==> src/hdl/pmmu_pkg.sv <==
// ============================================================================
// pmmu_pkg
// Shared types and constants for the paged MMU with not-recently-used
// frame replacement: default sizes, result status codes, request kinds.
// ============================================================================
package pmmu_pkg;

    // Default geometry
    localparam int PROCESSES_DEF         = 4;
    localparam int PAGES_PER_PROCESS_DEF = 16;
    localparam int FRAMES_DEF            = 4;
    localparam int PAGE_BYTES_DEF        = 64;   // power of two

    // Fixed limits
    localparam logic [15:0] MAX_VADDR     = 16'd1023;
    localparam logic [15:0] FAULT_MAX     = 16'hFFFF;
    localparam logic [2:0]  AGE_MAX       = 3'd7;
    localparam logic [2:0]  AGE_LIMIT_RST = 3'd5;

    // Request kinds
    typedef enum logic [1:0] {
        KIND_ACCESS  = 2'd0,
        KIND_TICK    = 2'd1,
        KIND_RELEASE = 2'd2,
        KIND_UNUSED  = 2'd3
    } t_kind;

    // Result status codes
    typedef enum logic [2:0] {
        ST_DONE       = 3'd0,
        ST_HIT        = 3'd1,
        ST_MISS_FREE  = 3'd2,
        ST_MISS_EVICT = 3'd3,
        ST_RANGE_ERR  = 3'd4
    } t_status;

endpackage

==> src/hdl/paged_mmu_nru_replace_core.sv <==
// ============================================================================
// paged_mmu_nru_replace_core
// Per-process virtual-to-physical translation with a frame-indexed table.
// One shared scan over the frames finds a hit, the lowest free frame and
// the NRU victim (lowest {ref, mod, process, page} key); ticks and
// releases walk the same frame table one entry per cycle.
// ============================================================================
// Items are taken one at a time: the input stalls until the current item has
//   been handed to the output register. The frame scan visits one frame per cycle.
// A finished result waits in the output register while the next item is taken.
// Reset (synchronous, active low): all frames free, fault counters zero,
//   age limit 5, both channels empty.
module paged_mmu_nru_replace_core #(
    parameter int PROCESSES         = pmmu_pkg::PROCESSES_DEF,
    parameter int PAGES_PER_PROCESS = pmmu_pkg::PAGES_PER_PROCESS_DEF,
    parameter int FRAMES            = pmmu_pkg::FRAMES_DEF,
    parameter int PAGE_BYTES        = pmmu_pkg::PAGE_BYTES_DEF
) (
    input  logic        i_clk,
    input  logic        i_rst_n,
    // configuration
    input  logic        i_cfg_wr_en,
    input  logic [2:0]  i_cfg_wr_data,
    // request channel
    input  logic        i_in_valid,
    output logic        o_in_stall,
    input  logic [1:0]  i_kind,
    input  logic [1:0]  i_process_id,
    input  logic [15:0] i_virt_addr,
    input  logic        i_is_write,
    // result channel
    output logic        o_out_valid,
    input  logic        i_out_stall,
    output logic [2:0]  o_status,
    output logic [7:0]  o_phys_addr,
    output logic        o_evicted,
    output logic [1:0]  o_evict_process,
    output logic [3:0]  o_evict_page,
    output logic [15:0] o_fault_total
);

    localparam int PID_W = (PROCESSES > 1) ? $clog2(PROCESSES) : 1;
    localparam int PG_W  = $clog2(PAGES_PER_PROCESS);
    localparam int FW    = $clog2(FRAMES);
    localparam int OFF_W = $clog2(PAGE_BYTES);
    localparam int KEY_W = 2 + PID_W + PG_W;

    // Sequencer states
    typedef enum logic [5:0] {
        S_IDLE = 6'b000001,
        S_SCAN = 6'b000010,
        S_UPD  = 6'b000100,
        S_TICK = 6'b001000,
        S_REL  = 6'b010000,
        S_DONE = 6'b100000
    } t_state;

    t_state r_state, n_state;

    // Frame table: one entry per physical frame
    logic [FRAMES-1:0] r_fr_valid;
    logic              r_fr_ref  [FRAMES];
    logic              r_fr_mod  [FRAMES];
    logic [2:0]        r_fr_age  [FRAMES];
    logic [PID_W-1:0]  r_fr_pid  [FRAMES];
    logic [PG_W-1:0]   r_fr_page [FRAMES];

    logic [15:0]       r_fault [PROCESSES];
    logic [2:0]        r_age_limit;

    // Request context
    logic [PID_W-1:0]  r_pid,  n_pid;
    logic [PG_W-1:0]   r_page, n_page;
    logic [OFF_W-1:0]  r_off,  n_off;
    logic              r_wr,   n_wr;

    // Scan bookkeeping
    logic [FW-1:0]     r_idx, n_idx;
    logic              r_hit, n_hit;
    logic [FW-1:0]     r_hit_idx, n_hit_idx;
    logic              r_free_found, n_free_found;
    logic [FW-1:0]     r_free_idx, n_free_idx;
    logic              r_best_found, n_best_found;
    logic [KEY_W-1:0]  r_best_key, n_best_key;
    logic [FW-1:0]     r_best_idx, n_best_idx;

    // Staged result
    pmmu_pkg::t_status r_res_status, n_res_status;
    logic [7:0]        r_res_phys,   n_res_phys;
    logic              r_res_ev,     n_res_ev;
    logic [1:0]        r_res_evp,    n_res_evp;
    logic [3:0]        r_res_evg,    n_res_evg;
    logic [15:0]       r_res_ftot,   n_res_ftot;

    // Output register
    logic              r_out_valid;
    pmmu_pkg::t_status r_out_status;
    logic [7:0]        r_out_phys;
    logic              r_out_ev;
    logic [1:0]        r_out_evp;
    logic [3:0]        r_out_evg;
    logic [15:0]       r_out_ftot;

    // Frame table write port
    logic              w_fr_we;
    logic [FW-1:0]     w_fr_widx;
    logic              w_fr_wvalid, w_fr_wref, w_fr_wmod;
    logic [2:0]        w_fr_wage;
    logic [PID_W-1:0]  w_fr_wpid;
    logic [PG_W-1:0]   w_fr_wpage;

    // Fault counter write port
    logic              w_fc_we;
    logic [PID_W-1:0]  w_fc_widx;
    logic [15:0]       w_fc_wdata;

    logic              w_out_load;

    // Current scan entry
    logic              e_valid, e_ref, e_mod;
    logic [2:0]        e_age;
    logic [PID_W-1:0]  e_pid;
    logic [PG_W-1:0]   e_page;
    logic [KEY_W-1:0]  w_key;
    logic              w_last;

    // Request decode
    logic [31:0]       w_pid32;
    logic [PID_W-1:0]  w_pid_idx;
    logic              w_pid_ok;
    logic [15:0]       w_page_full;
    logic              w_range_err;

    // Update helpers
    logic [FW-1:0]     w_sel_frame;
    logic [31:0]       w_phys32;
    logic [31:0]       w_evp32;
    logic [31:0]       w_evg32;
    logic [2:0]        w_lim;
    logic [2:0]        w_age_inc;

    assign e_valid = r_fr_valid[r_idx];
    assign e_ref   = r_fr_ref[r_idx];
    assign e_mod   = r_fr_mod[r_idx];
    assign e_age   = r_fr_age[r_idx];
    assign e_pid   = r_fr_pid[r_idx];
    assign e_page  = r_fr_page[r_idx];
    assign w_key   = {e_ref, e_mod, e_pid, e_page};
    assign w_last  = (r_idx == FW'(FRAMES - 1));

    // Page size is a power of two: page and offset are a bit split
    assign w_pid32     = 32'(i_process_id);
    assign w_pid_idx   = w_pid32[PID_W-1:0];
    assign w_pid_ok    = (w_pid32 < 32'(PROCESSES));
    assign w_page_full = i_virt_addr >> OFF_W;
    assign w_range_err = (i_virt_addr > pmmu_pkg::MAX_VADDR)
                      || (32'(w_page_full) >= 32'(PAGES_PER_PROCESS))
                      || !w_pid_ok;

    // Frame chosen by the update step: hit, lowest free, else NRU victim
    assign w_sel_frame = r_hit ? r_hit_idx : (r_free_found ? r_free_idx : r_best_idx);
    assign w_phys32    = (32'(w_sel_frame) << OFF_W) | 32'(r_off);
    assign w_evp32     = 32'(r_best_key[PG_W +: PID_W]);
    assign w_evg32     = 32'(r_best_key[PG_W-1:0]);

    // Aging
    assign w_lim     = (r_age_limit == 3'd0) ? 3'd1 : r_age_limit;
    assign w_age_inc = (e_age < pmmu_pkg::AGE_MAX) ? e_age + 3'd1 : e_age;

    assign o_in_stall = (r_state != S_IDLE);

    // Sequencer and datapath control
    always_comb begin
        n_state      = r_state;
        n_pid        = r_pid;
        n_page       = r_page;
        n_off        = r_off;
        n_wr         = r_wr;
        n_idx        = r_idx;
        n_hit        = r_hit;
        n_hit_idx    = r_hit_idx;
        n_free_found = r_free_found;
        n_free_idx   = r_free_idx;
        n_best_found = r_best_found;
        n_best_key   = r_best_key;
        n_best_idx   = r_best_idx;
        n_res_status = r_res_status;
        n_res_phys   = r_res_phys;
        n_res_ev     = r_res_ev;
        n_res_evp    = r_res_evp;
        n_res_evg    = r_res_evg;
        n_res_ftot   = r_res_ftot;

        w_fr_we      = 1'b0;
        w_fr_widx    = r_idx;
        w_fr_wvalid  = e_valid;
        w_fr_wref    = e_ref;
        w_fr_wmod    = e_mod;
        w_fr_wage    = e_age;
        w_fr_wpid    = e_pid;
        w_fr_wpage   = e_page;

        w_fc_we      = 1'b0;
        w_fc_widx    = r_pid;
        w_fc_wdata   = r_fault[r_pid];

        w_out_load   = 1'b0;

        case (r_state)
            S_IDLE: begin
                if (i_in_valid) begin
                    n_pid        = w_pid_idx;
                    n_page       = w_page_full[PG_W-1:0];
                    n_off        = i_virt_addr[OFF_W-1:0];
                    n_wr         = i_is_write;
                    n_idx        = '0;
                    n_hit        = 1'b0;
                    n_free_found = 1'b0;
                    n_best_found = 1'b0;
                    n_res_status = pmmu_pkg::ST_DONE;
                    n_res_phys   = '0;
                    n_res_ev     = 1'b0;
                    n_res_evp    = '0;
                    n_res_evg    = '0;
                    n_res_ftot   = '0;
                    case (pmmu_pkg::t_kind'(i_kind))
                        pmmu_pkg::KIND_ACCESS: begin
                            if (w_range_err) begin
                                n_res_status = pmmu_pkg::ST_RANGE_ERR;
                                n_state      = S_DONE;
                            end else begin
                                n_state = S_SCAN;
                            end
                        end
                        pmmu_pkg::KIND_TICK: begin
                            n_state = S_TICK;
                        end
                        pmmu_pkg::KIND_RELEASE: begin
                            if (w_pid_ok) begin
                                // report and clear the fault count, then free pages
                                n_res_ftot = r_fault[w_pid_idx];
                                w_fc_we    = 1'b1;
                                w_fc_widx  = w_pid_idx;
                                w_fc_wdata = '0;
                                n_state    = S_REL;
                            end else begin
                                n_state = S_DONE;
                            end
                        end
                        default: begin
                            n_state = S_DONE;
                        end
                    endcase
                end
            end

            // One frame per cycle: hit match, first free, minimum NRU key
            S_SCAN: begin
                if (e_valid && e_pid == r_pid && e_page == r_page) begin
                    n_hit     = 1'b1;
                    n_hit_idx = r_idx;
                end
                if (!e_valid && !r_free_found) begin
                    n_free_found = 1'b1;
                    n_free_idx   = r_idx;
                end
                if (e_valid && (!r_best_found || w_key < r_best_key)) begin
                    n_best_found = 1'b1;
                    n_best_key   = w_key;
                    n_best_idx   = r_idx;
                end
                if (w_last) begin
                    n_state = S_UPD;
                end else begin
                    n_idx = r_idx + FW'(1);
                end
            end

            // Install or refresh the page in the chosen frame
            S_UPD: begin
                w_fr_we     = 1'b1;
                w_fr_widx   = w_sel_frame;
                w_fr_wvalid = 1'b1;
                w_fr_wref   = 1'b1;
                w_fr_wmod   = r_wr;
                w_fr_wage   = '0;
                w_fr_wpid   = r_pid;
                w_fr_wpage  = r_page;
                n_res_phys  = w_phys32[7:0];
                if (r_hit) begin
                    n_res_status = pmmu_pkg::ST_HIT;
                end else begin
                    if (r_free_found) begin
                        n_res_status = pmmu_pkg::ST_MISS_FREE;
                    end else begin
                        n_res_status = pmmu_pkg::ST_MISS_EVICT;
                        n_res_ev     = 1'b1;
                        n_res_evp    = w_evp32[1:0];
                        n_res_evg    = w_evg32[3:0];
                    end
                    // saturating fault count
                    if (r_fault[r_pid] != pmmu_pkg::FAULT_MAX) begin
                        w_fc_we    = 1'b1;
                        w_fc_wdata = r_fault[r_pid] + 16'd1;
                    end
                end
                n_state = S_DONE;
            end

            // Age referenced resident pages, drop the mark at the limit
            S_TICK: begin
                if (e_valid && e_ref) begin
                    w_fr_we = 1'b1;
                    if (w_age_inc >= w_lim) begin
                        w_fr_wref = 1'b0;
                        w_fr_wage = '0;
                    end else begin
                        w_fr_wage = w_age_inc;
                    end
                end
                if (w_last) begin
                    n_state = S_DONE;
                end else begin
                    n_idx = r_idx + FW'(1);
                end
            end

            // Free every frame owned by the released process
            S_REL: begin
                if (e_valid && e_pid == r_pid) begin
                    w_fr_we     = 1'b1;
                    w_fr_wvalid = 1'b0;
                end
                if (w_last) begin
                    n_state = S_DONE;
                end else begin
                    n_idx = r_idx + FW'(1);
                end
            end

            // Hand the result over once the output register is free
            S_DONE: begin
                if (!r_out_valid || !i_out_stall) begin
                    w_out_load = 1'b1;
                    n_state    = S_IDLE;
                end
            end

            default: begin
                n_state = S_IDLE;
            end
        endcase
    end

    // Control registers
    always_ff @(posedge i_clk) begin
        if (!i_rst_n) begin
            r_state     <= S_IDLE;
            r_age_limit <= pmmu_pkg::AGE_LIMIT_RST;
            r_fr_valid  <= '0;
            r_out_valid <= 1'b0;
            for (int p = 0; p < PROCESSES; p++) begin
                r_fault[p] <= '0;
            end
        end else begin
            r_state <= n_state;
            if (i_cfg_wr_en) begin
                r_age_limit <= i_cfg_wr_data;
            end
            if (w_fr_we) begin
                r_fr_valid[w_fr_widx] <= w_fr_wvalid;
            end
            if (w_fc_we) begin
                r_fault[w_fc_widx] <= w_fc_wdata;
            end
            if (w_out_load) begin
                r_out_valid <= 1'b1;
            end else if (!i_out_stall) begin
                r_out_valid <= 1'b0;
            end
        end
    end

    // Frame table payload
    always_ff @(posedge i_clk) begin
        if (w_fr_we) begin
            r_fr_ref[w_fr_widx]  <= w_fr_wref;
            r_fr_mod[w_fr_widx]  <= w_fr_wmod;
            r_fr_age[w_fr_widx]  <= w_fr_wage;
            r_fr_pid[w_fr_widx]  <= w_fr_wpid;
            r_fr_page[w_fr_widx] <= w_fr_wpage;
        end
    end

    // Context, scan and result payload
    always_ff @(posedge i_clk) begin
        r_pid        <= n_pid;
        r_page       <= n_page;
        r_off        <= n_off;
        r_wr         <= n_wr;
        r_idx        <= n_idx;
        r_hit        <= n_hit;
        r_hit_idx    <= n_hit_idx;
        r_free_found <= n_free_found;
        r_free_idx   <= n_free_idx;
        r_best_found <= n_best_found;
        r_best_key   <= n_best_key;
        r_best_idx   <= n_best_idx;
        r_res_status <= n_res_status;
        r_res_phys   <= n_res_phys;
        r_res_ev     <= n_res_ev;
        r_res_evp    <= n_res_evp;
        r_res_evg    <= n_res_evg;
        r_res_ftot   <= n_res_ftot;
        if (w_out_load) begin
            r_out_status <= r_res_status;
            r_out_phys   <= r_res_phys;
            r_out_ev     <= r_res_ev;
            r_out_evp    <= r_res_evp;
            r_out_evg    <= r_res_evg;
            r_out_ftot   <= r_res_ftot;
        end
    end

    assign o_out_valid     = r_out_valid;
    assign o_status        = r_out_status;
    assign o_phys_addr     = r_out_phys;
    assign o_evicted       = r_out_ev;
    assign o_evict_process = r_out_evp;
    assign o_evict_page    = r_out_evg;
    assign o_fault_total   = r_out_ftot;

    // Eviction only when no frame was free
    a_evict_full: assert property (@(posedge i_clk) disable iff (!i_rst_n)
        (r_state == S_UPD && !r_hit && !r_free_found) |-> (&r_fr_valid))
        else $error("eviction chosen while a frame was free");

    // Resident frames only go away on a release
    a_no_frame_loss: assert property (@(posedge i_clk) disable iff (!i_rst_n)
        (r_state != S_REL) |=> ($countones(r_fr_valid) >= $past($countones(r_fr_valid))))
        else $error("frame freed outside a release");

    // Evicted flag goes with the eviction status
    a_evict_status: assert property (@(posedge i_clk) disable iff (!i_rst_n)
        o_out_valid |-> (o_evicted == (o_status == pmmu_pkg::ST_MISS_EVICT)))
        else $error("evicted flag disagrees with status");

    // A found hit always drives a hit status
    a_hit_status: assert property (@(posedge i_clk) disable iff (!i_rst_n)
        (r_state == S_UPD && r_hit) |=> (r_res_status == pmmu_pkg::ST_HIT))
        else $error("hit not reported as hit");

endmodule
==> config.mk <==
export PLATFORM = sky130hd
export DESIGN_NAME = paged_mmu_nru_replace_core
export DESIGN_NICKNAME = d
export VERILOG_FILES = /design/src/hdl/pmmu_pkg.sv /design/src/hdl/paged_mmu_nru_replace_core.sv
export SDC_FILE = /design/constraint.sdc
export NUM_CORES = 1
export LEC_CHECK = 0
export BUFFER_PORTS_ARGS = -buffer_cell sky130_fd_sc_hd__buf_2
export CAP_MARGIN = 20
export CORE_MARGIN = 3
export CORE_UTILIZATION = 55
export CTS_CLUSTER_DIAMETER = 100
export CTS_CLUSTER_SIZE = 28
export DETAILED_ROUTE_END_ITERATION = 7
export PLACE_DENSITY = 0.86
export SYNTH_ARGS = -nofsm -noshare
export SYNTH_HDL_FRONTEND = slang
export SYNTH_SLANG_ARGS = --single-unit
==> constraint.sdc <==
create_clock -name i_clk -period 3.1 [get_ports i_clk]
set_input_delay 0.155 -clock i_clk [delete_from_list [all_inputs] [get_ports i_clk]]
set_output_delay 0.155 -clock i_clk [all_outputs]
set_load 0.05 [all_outputs]
Yosys cells after proc, flatten, opt, wreduce, memory -nomap -nowiden. Memories as Yosys holds them, arrays and structs flattened. A register that Yosys moved wholly into a read port is not among the register bits. Index checks and enable logic that the tools add are counted.

Register bits after elaboration: 98. Memory bits (writable): 108. Output and inout port bits: 36. Logic and storage cells: 202. Memories kept: 6.

$add $sub $neg: 3. Order comparisons: 9. Equality and inequality tests: 24. Multiplexer cells: 95. Bitwise operators: 1. Reductions and logical operators: 37.

Memory list: r_fault (depth 4, bits a word 16, rd ports 2, clocked after memory_dff 2, wr ports 4, line paged_mmu_nru_replace_core.sv:68) `logic [15:0] r_fault [PROCESSES];`; r_fr_page (depth 4, bits a word 4, rd ports 1, clocked after memory_dff 1, wr ports 1, line paged_mmu_nru_replace_core.sv:66) `logic [PG_W-1:0] r_fr_page [FRAMES];`; r_fr_age (depth 4, bits a word 3, rd ports 1, clocked after memory_dff 1, wr ports 1, line paged_mmu_nru_replace_core.sv:64) `logic [2:0] r_fr_age [FRAMES];`; r_fr_pid (depth 4, bits a word 2, rd ports 1, clocked after memory_dff 1, wr ports 1, line paged_mmu_nru_replace_core.sv:65) `logic [PID_W-1:0] r_fr_pid [FRAMES];`; r_fr_mod (depth 4, bits a word 1, rd ports 1, clocked after memory_dff 1, wr ports 1, line paged_mmu_nru_replace_core.sv:63) `logic r_fr_mod [FRAMES];`; r_fr_ref (depth 4, bits a word 1, rd ports 1, clocked after memory_dff 1, wr ports 1, line paged_mmu_nru_replace_core.sv:62) `logic r_fr_ref [FRAMES];`.

Operators by type and width (number): two-way mux 16 bit (6); two-way mux 2 bit (20); two-way mux 6 bit (6); case mux 16 bit (2 select lines) (1); two-way mux 1 bit (31); case mux 6 bit (5 select lines) (1); two-way mux 3 bit (7); != test 2 bit (second input constant) (9); case mux 6 bit (3 select lines) (1); adder 16 x 1 -> 16 bit (second input constant) (1); greater-than comparator 16 x 10 -> 1 bit (second input constant) (1); two-way mux 4 bit (4); != test 16 bit (second input constant) (1); case mux 8 bit (2 select lines) (1); OR reduction 16 bit (1); case mux 1 bit (2 select lines) (7); case mux 3 bit (2 select lines) (2); AND reduction 2 bit (6); AND reduction 3 bit (4); greater-or-equal comparator 10 x 5 -> 1 bit (second input constant) (1); less-than comparator 2 x 3 -> 1 bit (second input constant) (3); less-than comparator 8 bit (1); two-way mux 8 bit (1); bitwise OR 8 x 6 -> 8 bit (1); other kinds (32) (52).

Depth between registers and ports, before layout. Gate-level depths: netlist of run 1.

Word-level depth: 10. Depth in mapped cells: 11. Mapped depth without buffers: 9.

Worst setup path after synthesis of run 1. No wires, ideal clock.

Path kind: register to register. Start point: reg (tool-made name). End point: reg r_best_found (enable). Library setup time: 0.293 ns. Data arrival time: 3.133 ns. Path slack: -0.326 ns. Stages on the path, launching flop included: 10. Path buffers: 1. Clock period less this slack: 3.426 ns. Path through: dfxtp_1 -> buf_2 -> mux4_2 -> ha_1 -> a21o_1 -> a21o_1 -> a21oi_1 -> nor2b_1 -> a211oi_1 -> or2_2.

RTL lines: end signal, assigned (line paged_mmu_nru_replace_core.sv:406) `r_best_found <= n_best_found;`; end, declared (line paged_mmu_nru_replace_core.sv:83) `logic r_best_found, n_best_found;`.

==> results of run 1 <==
-- power breakdown --
part           internal, mW  total (mW)  switching (mW)  leakage, nW
logic                 0.560        1.43           0.869         1.81
registers              3.59        3.69          0.0959         2.13
clock network         0.803        1.75           0.949        0.179
total                  4.96        6.87            1.91         4.12
-- metal layers --
metal / part of all wire (%) / vias up / track usage, %
met5: 0 / - / 0
met1: 39 / 3109 / 29.74
met4: 4.3 / 0 / 9.798
met2: 48 / 412 / 36.35
met3: 9.3 / 97 / 3.573
li1: - / 2835 / -
-- tightest hold or removal path: stages --
cell and delay [ns]:
buf_2 0.14, nand4b_1 0.09, a21boi_1 0.06
-- area by class of cell --
cell class              count  area, um^2
well taps                 229       286.5
flip-flops and latches    226        6606
repair buffers            117       775.7
inverters                  21       78.83
fillers                  1246        6590
multi-input cells         414        3309
clock buffers              19       347.8
clock inverters             1       30.03
-- registers in the layout, summed over array words and instances, names as in the netlist, 6 cells and up, named ones only --
| name | flops |
|---|---|
| r_res_ftot | 16 |
| r_state | 6 |
| r_fr_pid | 8 |
| r_fault | 64 |
| r_off | 6 |
| o_phys_addr | 8 |
| r_best_key | 8 |
| o_fault_total | 16 |
| r_fr_page | 16 |
| r_fr_age | 12 |
| r_res_phys | 8 |
-- cell usage in the layout, fill, tap and decap left out, types with 18 or more instances in the layout --
| master | count |
|---|---|
| edfxtp_1 | 208 |
| nor2_1 | 79 |
| buf_2 | 64 |
| nand2_1 | 63 |
| mux4_2 | 42 |
| buf_4 | 34 |
| nor2b_1 | 30 |
| inv_1 | 20 |
| dfxtp_1 | 18 |
| dlygate4sd3_1 | 18 |
-- cell usage after synthesis (6+ instances only) --
master	count
nand2b_1	7
mux4_2	42
nor3_1	14
xnor2_1	6
inv_1	20
nor2b_1	30
nand4_1	6
clkbuf_1	17
nor4_1	8
and2_1	9
nor2_1	79
buf_2	6
o21ai_0	7
mux2i_1	12
nand3b_1	7
a21oi_1	13
nand2_1	63
ha_1	13
nand3_1	9
dfxtp_1	18
edfxtp_1	208
-- through the flow --
stage | util, % | area, um^2 | hold slack (ns) | setup slack (ns)
finish | 63.44 | 11430 | 0.01255 | 0.1116
global route | 63.44 | 11430 | 0.03089 | 0.01399
CTS | 63.44 | 11430 | 0.001758 | 0.1279
detailed placement | 60.34 | 10880 | 0.3335 | 0.1539
global placement | 60.34 | 10880 | 0.3332 | 0.2861
floorplan | - | 10150 | 0.2539 | 0.03442
-- timing repair --
item / CTS / global route
hold buffers: 18 / 0
endpoints found under the hold margin: 15 / 0
gates resized for setup: 0 / 1
setup endpoints to repair: 0 / 4
-- worst min path at each step --
stage	from	to	slack [ns]	cells past startpoint
3_5_place_dp	i_virt_addr[8]	r_page[2]$_DFFE_PP_	0.33	1
2_1_floorplan	i_virt_addr[0]	r_off[0]$_DFFE_PP_	0.25	0
6_report	i_kind[0]	r_state[3]$_SDFFE_PN0P_	0.01	3
3_3_place_gp	i_virt_addr[7]	r_page[1]$_DFFE_PP_	0.33	1
5_1_grt	i_kind[0]	r_state[3]$_SDFFE_PN0P_	0.03	3
4_1_cts	i_kind[0]	r_state[3]$_SDFFE_PN0P_	0.002	3
-- kinds of logic (layout without fill, tap and decap cells) --
kind of cell    after synthesis  count (layout)  share of synthesized area [%]
xor+xnor                      7               7                         0.6044
simple gates                270             270                          13.89
flops                       226             226                          65.12
compound gates               63              63                          4.786
buf+inv                      52             158                          2.417
mux                          61              61                          11.58
fa+ha+maj                    13              13                          1.603
==> load_flow_metrics.sql, run 1 <==
INSERT INTO impl_metrics (metric_group, metric, value, unit) VALUES
('sta', 'final_max_slew_viol_count', '0', ''),
('finish', 'final_cells', '1027', ''),
('finish', 'layout-area-overhead-vs-synth', '12.72', '%'),
('die', 'ios', '65', ''),
('power', 'max-vdd-ir-drop', '0.0008430', 'V'),
('sta', 'fin_crit', '2.988', 'ns'),
('detailed_routing', 'dr.pass1.iters', '5', ''),
('critical_path', 'crit-reg2reg-capture', 'r_fault[0][5]$_SDFFCE_PN0P_', ''),
('grt', 'number_of_global_route_vias_before_repair', '6512', ''),
('critical_path', 'rr_worst_depth', '8', ''),
('clock_tree', 'cts.clk_slew.worst_paths', '0.11', 'ns'),
('synthesis', 'yosysTopAreaCellShare', '61.57', '%'),
('sta', 'grt_setup_unrepaired', 'no', ''),
('placed_design', 'dp.final_hpwl', '15.17', 'mm'),
('critical_path', 'timing.critical_path.to_type', 'flip-flop', ''),
('detailed_routing', 'routedWlPerCell', '21.78', 'um'),
('sta', 'finalCritPeriodShare', '96.40', '%'),
('run_status', 'outcome', 'finished, final reports clean', ''),
('synthesis', 'synth_warnings', '0', ''),
('critical_path', 'critical_path.max_stage_delay', '0.61', 'ns'),
('detailed_routing', 'antenna_left', '0', ''),
('grt', 'antenna_found_initial', '0', ''),
('detailed_routing', 'wl', '22.36', 'mm'),
('critical_path', 'critical_path.startpoint_type', 'flip-flop', ''),
('die', 'die_h', '141.8', 'um'),
('grt', 'grt_overflow', '0', ''),
('sta', 'report.final.hold_viol_count', '0', ''),
('sta', 'setup_total_negative_slack', '0', 'ns'),
('synthesis', 'synth.net_count', '734', ''),
('finish', 'fin_nets', '834', ''),
('critical_path', 'crit_end', 'r_fault[0][5]$_SDFFCE_PN0P_', ''),
('critical_path', 'classification_of_the_worst_setup_path', 'flip-flop to flip-flop', ''),
('power', 'powerDensity', '601.0', 'nW/um^2'),
('critical_path', 'worstPathCellList', 'buf_12, mux4_2, ha_1, nand4_1, or4_1, nand2_1, o311ai_2, nor2_1', ''),
('synthesis', 'synth_edf_count', '208', ''),
('synthesis', 'postSynthCellCount', '692', ''),
('critical_path', 'path_depth', '8', ''),
('sta', 'maxClockFrequency', '0.3346', 'GHz'),
('placed_design', 'place_inst', '989', ''),
('clock_tree', 'cts.path.max_buffers', '3', ''),
('critical_path', 'timing.critical_path.fanout_max', '16', ''),
('synthesis', 'syn_area_per_cell', '14.66', 'um^2'),
('clock_tree', 'cts.htree.levels', '1', ''),
('grt', 'pin_count_of_the_biggest_net_entering_global_routing', '35', ''),
('sta', 'timing.slew.headroom', '42.75', '%'),
('grt', 'global_route.usage.total', '22.22', '%'),
('synthesis', 'synthDistinctLibCells', '69', ''),
('critical_path', 'setup.reg_to_reg.worst_slack', '0.11', 'ns'),
('sta', 'final-setup-viol-count', '0', ''),
('synthesis', 'dominantRegCellSynth', 'edfxtp_1', ''),
('clock_tree', 'post-cts-setup-buffer-count', '0', ''),
('power', 'static-leakage-power', '4.119', 'nW'),
('job', 'maxCapViolCount', '0', ''),
('detailed_routing', 'routed-via-count', '6453', ''),
('critical_path', 'cpMaxStageDelayCell', 'mux4_2', ''),
('finish', 'layout-drive-gt1-share', '22.06', '%'),
('sta', 'timing_worst_slew_pin_value', '0.8587', 'ns'),
('die', 'core_region_area', '18020', 'um^2'),
('placed_design', 'place_congestion', '0.9630', ''),
('clock_tree', 'worst_skew_pair.late_latency', '0.49', 'ns'),
('die', 'fp.dieArea', '20110', 'um^2'),
('critical_path', 'worstPathArrival', '3.21', 'ns'),
('detailed_routing', 'drc', '0', ''),
('clock_tree', 'cts_root_buf', 'clkbuf_16', ''),
('detailed_routing', 'avgViaCountPerCell', '6.283', ''),
('sta', 'timing.clock.skew', '0.03909', 'ns'),
('die', 'chipWidth', '141.8', 'um'),
('clock_tree', 'numClockSinks', '226', ''),
('synthesis', 'postSynth.asyncResetShare', '0', '%'),
('die', 'rows', '49', ''),
('die', 'initial_core_util', '56.28', '%');
Power figures use the tool's default switching activity.
==> inputs of run 2 (changes only) <==
--- a/config.mk
+++ b/config.mk
@@ -8,11 +8,12 @@
 export BUFFER_PORTS_ARGS = -buffer_cell sky130_fd_sc_hd__buf_2
 export CAP_MARGIN = 20
 export CORE_MARGIN = 3
-export CORE_UTILIZATION = 55
+export CORE_UTILIZATION = 65
 export CTS_CLUSTER_DIAMETER = 100
 export CTS_CLUSTER_SIZE = 28
 export DETAILED_ROUTE_END_ITERATION = 7
-export PLACE_DENSITY = 0.86
+export PLACE_DENSITY = 0.95
+export SLEW_MARGIN = 25
 export SYNTH_ARGS = -nofsm -noshare
 export SYNTH_HDL_FRONTEND = slang
 export SYNTH_SLANG_ARGS = --single-unit
==> constraint.sdc (replaced) <==
create_clock -name i_clk -period 3.5 [get_ports i_clk]
set_input_delay 0.35 -clock i_clk [delete_from_list [all_inputs] [get_ports i_clk]]
set_output_delay 0.35 -clock i_clk [all_outputs]
set_load 0.05 [all_outputs]
==> run 2 against run 1 <==
  * Global-route usage grew 6.0 points
  * Via count is 2.5% higher
  * Die area decreased by 15%
  * Flip-flop and latch count unchanged
  * Clock skew decreased by 0.0042 ns
  * Worst hold slack gained 0.032 ns
  * Design area is 2.6% lower
  * Cell count is 4.7% lower
==> load_flow_metrics.sql, run 2 (synthesized netlist as in run 1, its figures left out) <==
INSERT INTO impl_metrics (metric_group, metric, value, unit) VALUES
('run_status', 'outcome', 'finished, final reports clean', ''),
('die', 'fp.dieArea', '17140', 'um^2'),
('hold_path', 'hp-class', 'primary input to flip-flop', ''),
('placed_design', 'place_inst', '959', ''),
('power', 'static-leakage-power', '3.985', 'nW'),
('placed_design', 'portBuffers', '64', ''),
('die', 'initial_core_util', '66.49', '%'),
('sta', 'timing.clock.skew', '0.03494', 'ns'),
('sta', 'report.final.hold_viol_count', '0', ''),
('sta', 'finalCritPeriodShare', '93.92', '%'),
('clock_tree', 'cts_inserted_buffers', '12', ''),
('finish', 'antennaDiodeCount', '0', ''),
('critical_path', 'cp.buffers_inverters', '1', ''),
('clock_tree', 'cts_root_buf', 'clkbuf_16', ''),
('critical_path', 'path_delay_family', 'simple AND/OR/NAND/NOR gates', ''),
('critical_path', 'classification_of_the_worst_setup_path', 'flip-flop to flip-flop', ''),
('critical_path', 'cp_data_required_time', '3.70', 'ns'),
('clock_tree', 'tritoncts', 'built', ''),
('sta', 'final_max_slew_viol_count', '0', ''),
('finish', 'fin_nets', '804', ''),
('detailed_routing', 'drc', '0', ''),
('power', 'max-vdd-ir-drop', '0.0003106', 'V'),
('grt', 'pin_count_of_the_biggest_net_entering_global_routing', '35', ''),
('finish', 'final_cells', '979', ''),
('sta', 'setup_total_negative_slack', '0', 'ns'),
('finish', 'largest_register_ff_count', '64', ''),
('detailed_routing', 'antenna_left', '0', ''),
('detailed_routing', 'initialDrtViolationCount', '984', ''),
('sta', 'grt_setup_unrepaired', 'no', ''),
('critical_path', 'critical_path.startpoint_type', 'flip-flop', ''),
('sta', 'timing.slew.headroom', '44.08', '%'),
('critical_path', 'worstPathCellList', 'buf_12, mux4_2, ha_1, nand4_1, or4_1, nand2_1, o311ai_1, nor2_1', ''),
('critical_path', 'rr_worst_depth', '8', ''),
('hold_path', 'min_delay_worst_endpoint', 'r_page[2]$_DFFE_PP_', ''),
('detailed_routing', 'avgViaCountPerCell', '6.759', ''),
('sta', 'timing_worst_slew_pin_value', '0.8387', 'ns'),
('sta', 'final-setup-viol-count', '0', ''),
('sta', 'fin_crit', '3.287', 'ns'),
('detailed_routing', 'routedWlPerCell', '24.12', 'um'),
('finish', 'layout-drive-gt1-share', '21.35', '%'),
('grt', 'grt_first_pass_wirelength', '36.63', 'mm'),
('placed_design', 'dp.final_hpwl', '15.65', 'mm'),
('clock_tree', 'cts.clk_slew.worst_paths', '0.11', 'ns'),
('hold_path', 'hold-path-cell-count', '1', ''),
('detailed_routing', 'wl', '23.61', 'mm'),
('finish', 'layout_commonest_cell', 'edfxtp_1', ''),
('die', 'core_region_area', '15260', 'um^2'),
('grt', 'grt_overflow', '0', ''),
('critical_path', 'worstPathArrival', '3.49', 'ns'),
('detailed_routing', 'dr.pass1.iters', '7', ''),
('critical_path', 'timing.critical_path.to_type', 'flip-flop', ''),
('hold_path', 'hold_path.startpoint', 'i_virt_addr[8]', ''),
('finish', 'layout.cells.most_common_list', 'edfxtp_1, nor2_1, buf_2, nand2_1, mux4_2', ''),
('grt', 'number_of_global_route_vias_before_repair', '6605', ''),
('die', 'ios', '65', ''),
('clock_tree', 'cts.path.max_buffers', '3', ''),
('die', 'die_h', '130.9', 'um'),
('job', 'maxCapViolCount', '0', ''),
('finish', 'layout-area-overhead-vs-synth', '9.793', '%'),
('grt', 'global_route.usage.total', '28.21', '%'),
('grt', 'antenna_found_initial', '0', ''),
('critical_path', 'critical_path.max_stage_delay', '0.63', 'ns'),
('detailed_routing', 'routed-via-count', '6617', ''),
('clock_tree', 'worst_skew_pair.late_latency', '0.48', 'ns'),
('clock_tree', 'post-cts-setup-buffer-count', '0', ''),
('power', 'powerDensity', '544.1', 'nW/um^2'),
('placed_design', 'place_congestion', '0.9603', ''),
('sta', 'worst_hold_slack', '0.04447', 'ns'),
('critical_path', 'crit-reg2reg-capture', 'r_fault[1][4]$_SDFFCE_PN0P_', ''),
('clock_tree', 'cts.htree.levels', '1', ''),
('die', 'chipWidth', '130.9', 'um'),
('critical_path', 'cpMaxStageDelayCell', 'mux4_2', ''),
('finish', 'largest-register', 'r_fault', ''),
('critical_path', 'timing.critical_path.fanout_max', '16', ''),
('die', 'rows', '45', ''),
('critical_path', 'setup.reg_to_reg.worst_slack', '0.21', 'ns'),
('sta', 'maxClockFrequency', '0.3042', 'GHz'),
('clock_tree', 'numClockSinks', '226', ''),
('finish', 'fillCellCount', '837', '');
## run 2: changes by cell type in the layout (fill, tap and decap cells not counted)
cell	delta
dfxtp_2	+1
buf_4	-12
o21ai_0	+1
o21ai_1	-1
a211oi_2	-1
dlygate4sd3_1	-18
a211oi_1	+1
dfxtp_1	-1
## run 2: repair_timing
item / 4_1_cts / 5_1_grt
hold buffers: 0 / 0
setup endpoints to repair: 0 / 4
resized for setup: 0 / 1
## run 2: layer usage
metal	vias up	track usage (%)	part of all wire, %
met5	-	0	0
met4	0	11.49	4.5
met3	112	5.610	13
met2	582	46.65	48
met1	3149	37.16	35
li1	2774	-	-
## run 2: metrics by stage
step           util, %  setup WS [ns]  cell area, um^2  total power, mW
2_1_floorplan        -        0.07376            10140            4.183
3_3_place_gp     70.51         0.5089            10760            4.444
3_5_place_dp     70.51         0.2615            10760            4.536
4_1_cts          72.99         0.1927            11140            6.034
5_1_grt          73.00         0.1384            11140            6.272
6_report         73.00         0.2128            11140            6.061
## run 2: how the worst max path moves through the flow
stage / cells after the start / slack, ns / to
after floorplan: 9 / 0.07 / r_best_found$_DFFE_PP_
after global placement: 9 / 0.51 / r_fr_age[2][0]$_DFFE_PP_
after detailed placement: 9 / 0.26 / r_fr_age[0][0]$_DFFE_PP_
after CTS: 9 / 0.19 / r_fr_age[2][0]$_DFFE_PP_
after global routing: 9 / 0.14 / r_fr_age[1][0]$_DFFE_PP_
final: 8 / 0.21 / r_fault[1][4]$_SDFFCE_PN0P_
## run 2: power by group
group | internal [mW] | switching, mW | leakage [nW]
Clock | 0.711 | 0.819 | 0.179
Combinational | 0.461 | 0.772 | 1.68
Sequential | 3.18 | 0.113 | 2.13
Total | 4.36 | 1.70 | 3.98
## run 2: layout make-up
cell class | count | area [um^2] | area share (%)
Clock buffer | 19 | 347.8 | 3.123
Clock inverter | 1 | 30.03 | 0.2696
Inverter | 21 | 78.83 | 0.7077
Timing Repair Buffer | 87 | 505.5 | 4.538
Sequential cell | 226 | 6608 | 59.32
Tap cell | 211 | 264.0 | 2.370
Multi-Input combinational cell | 414 | 3304 | 29.67
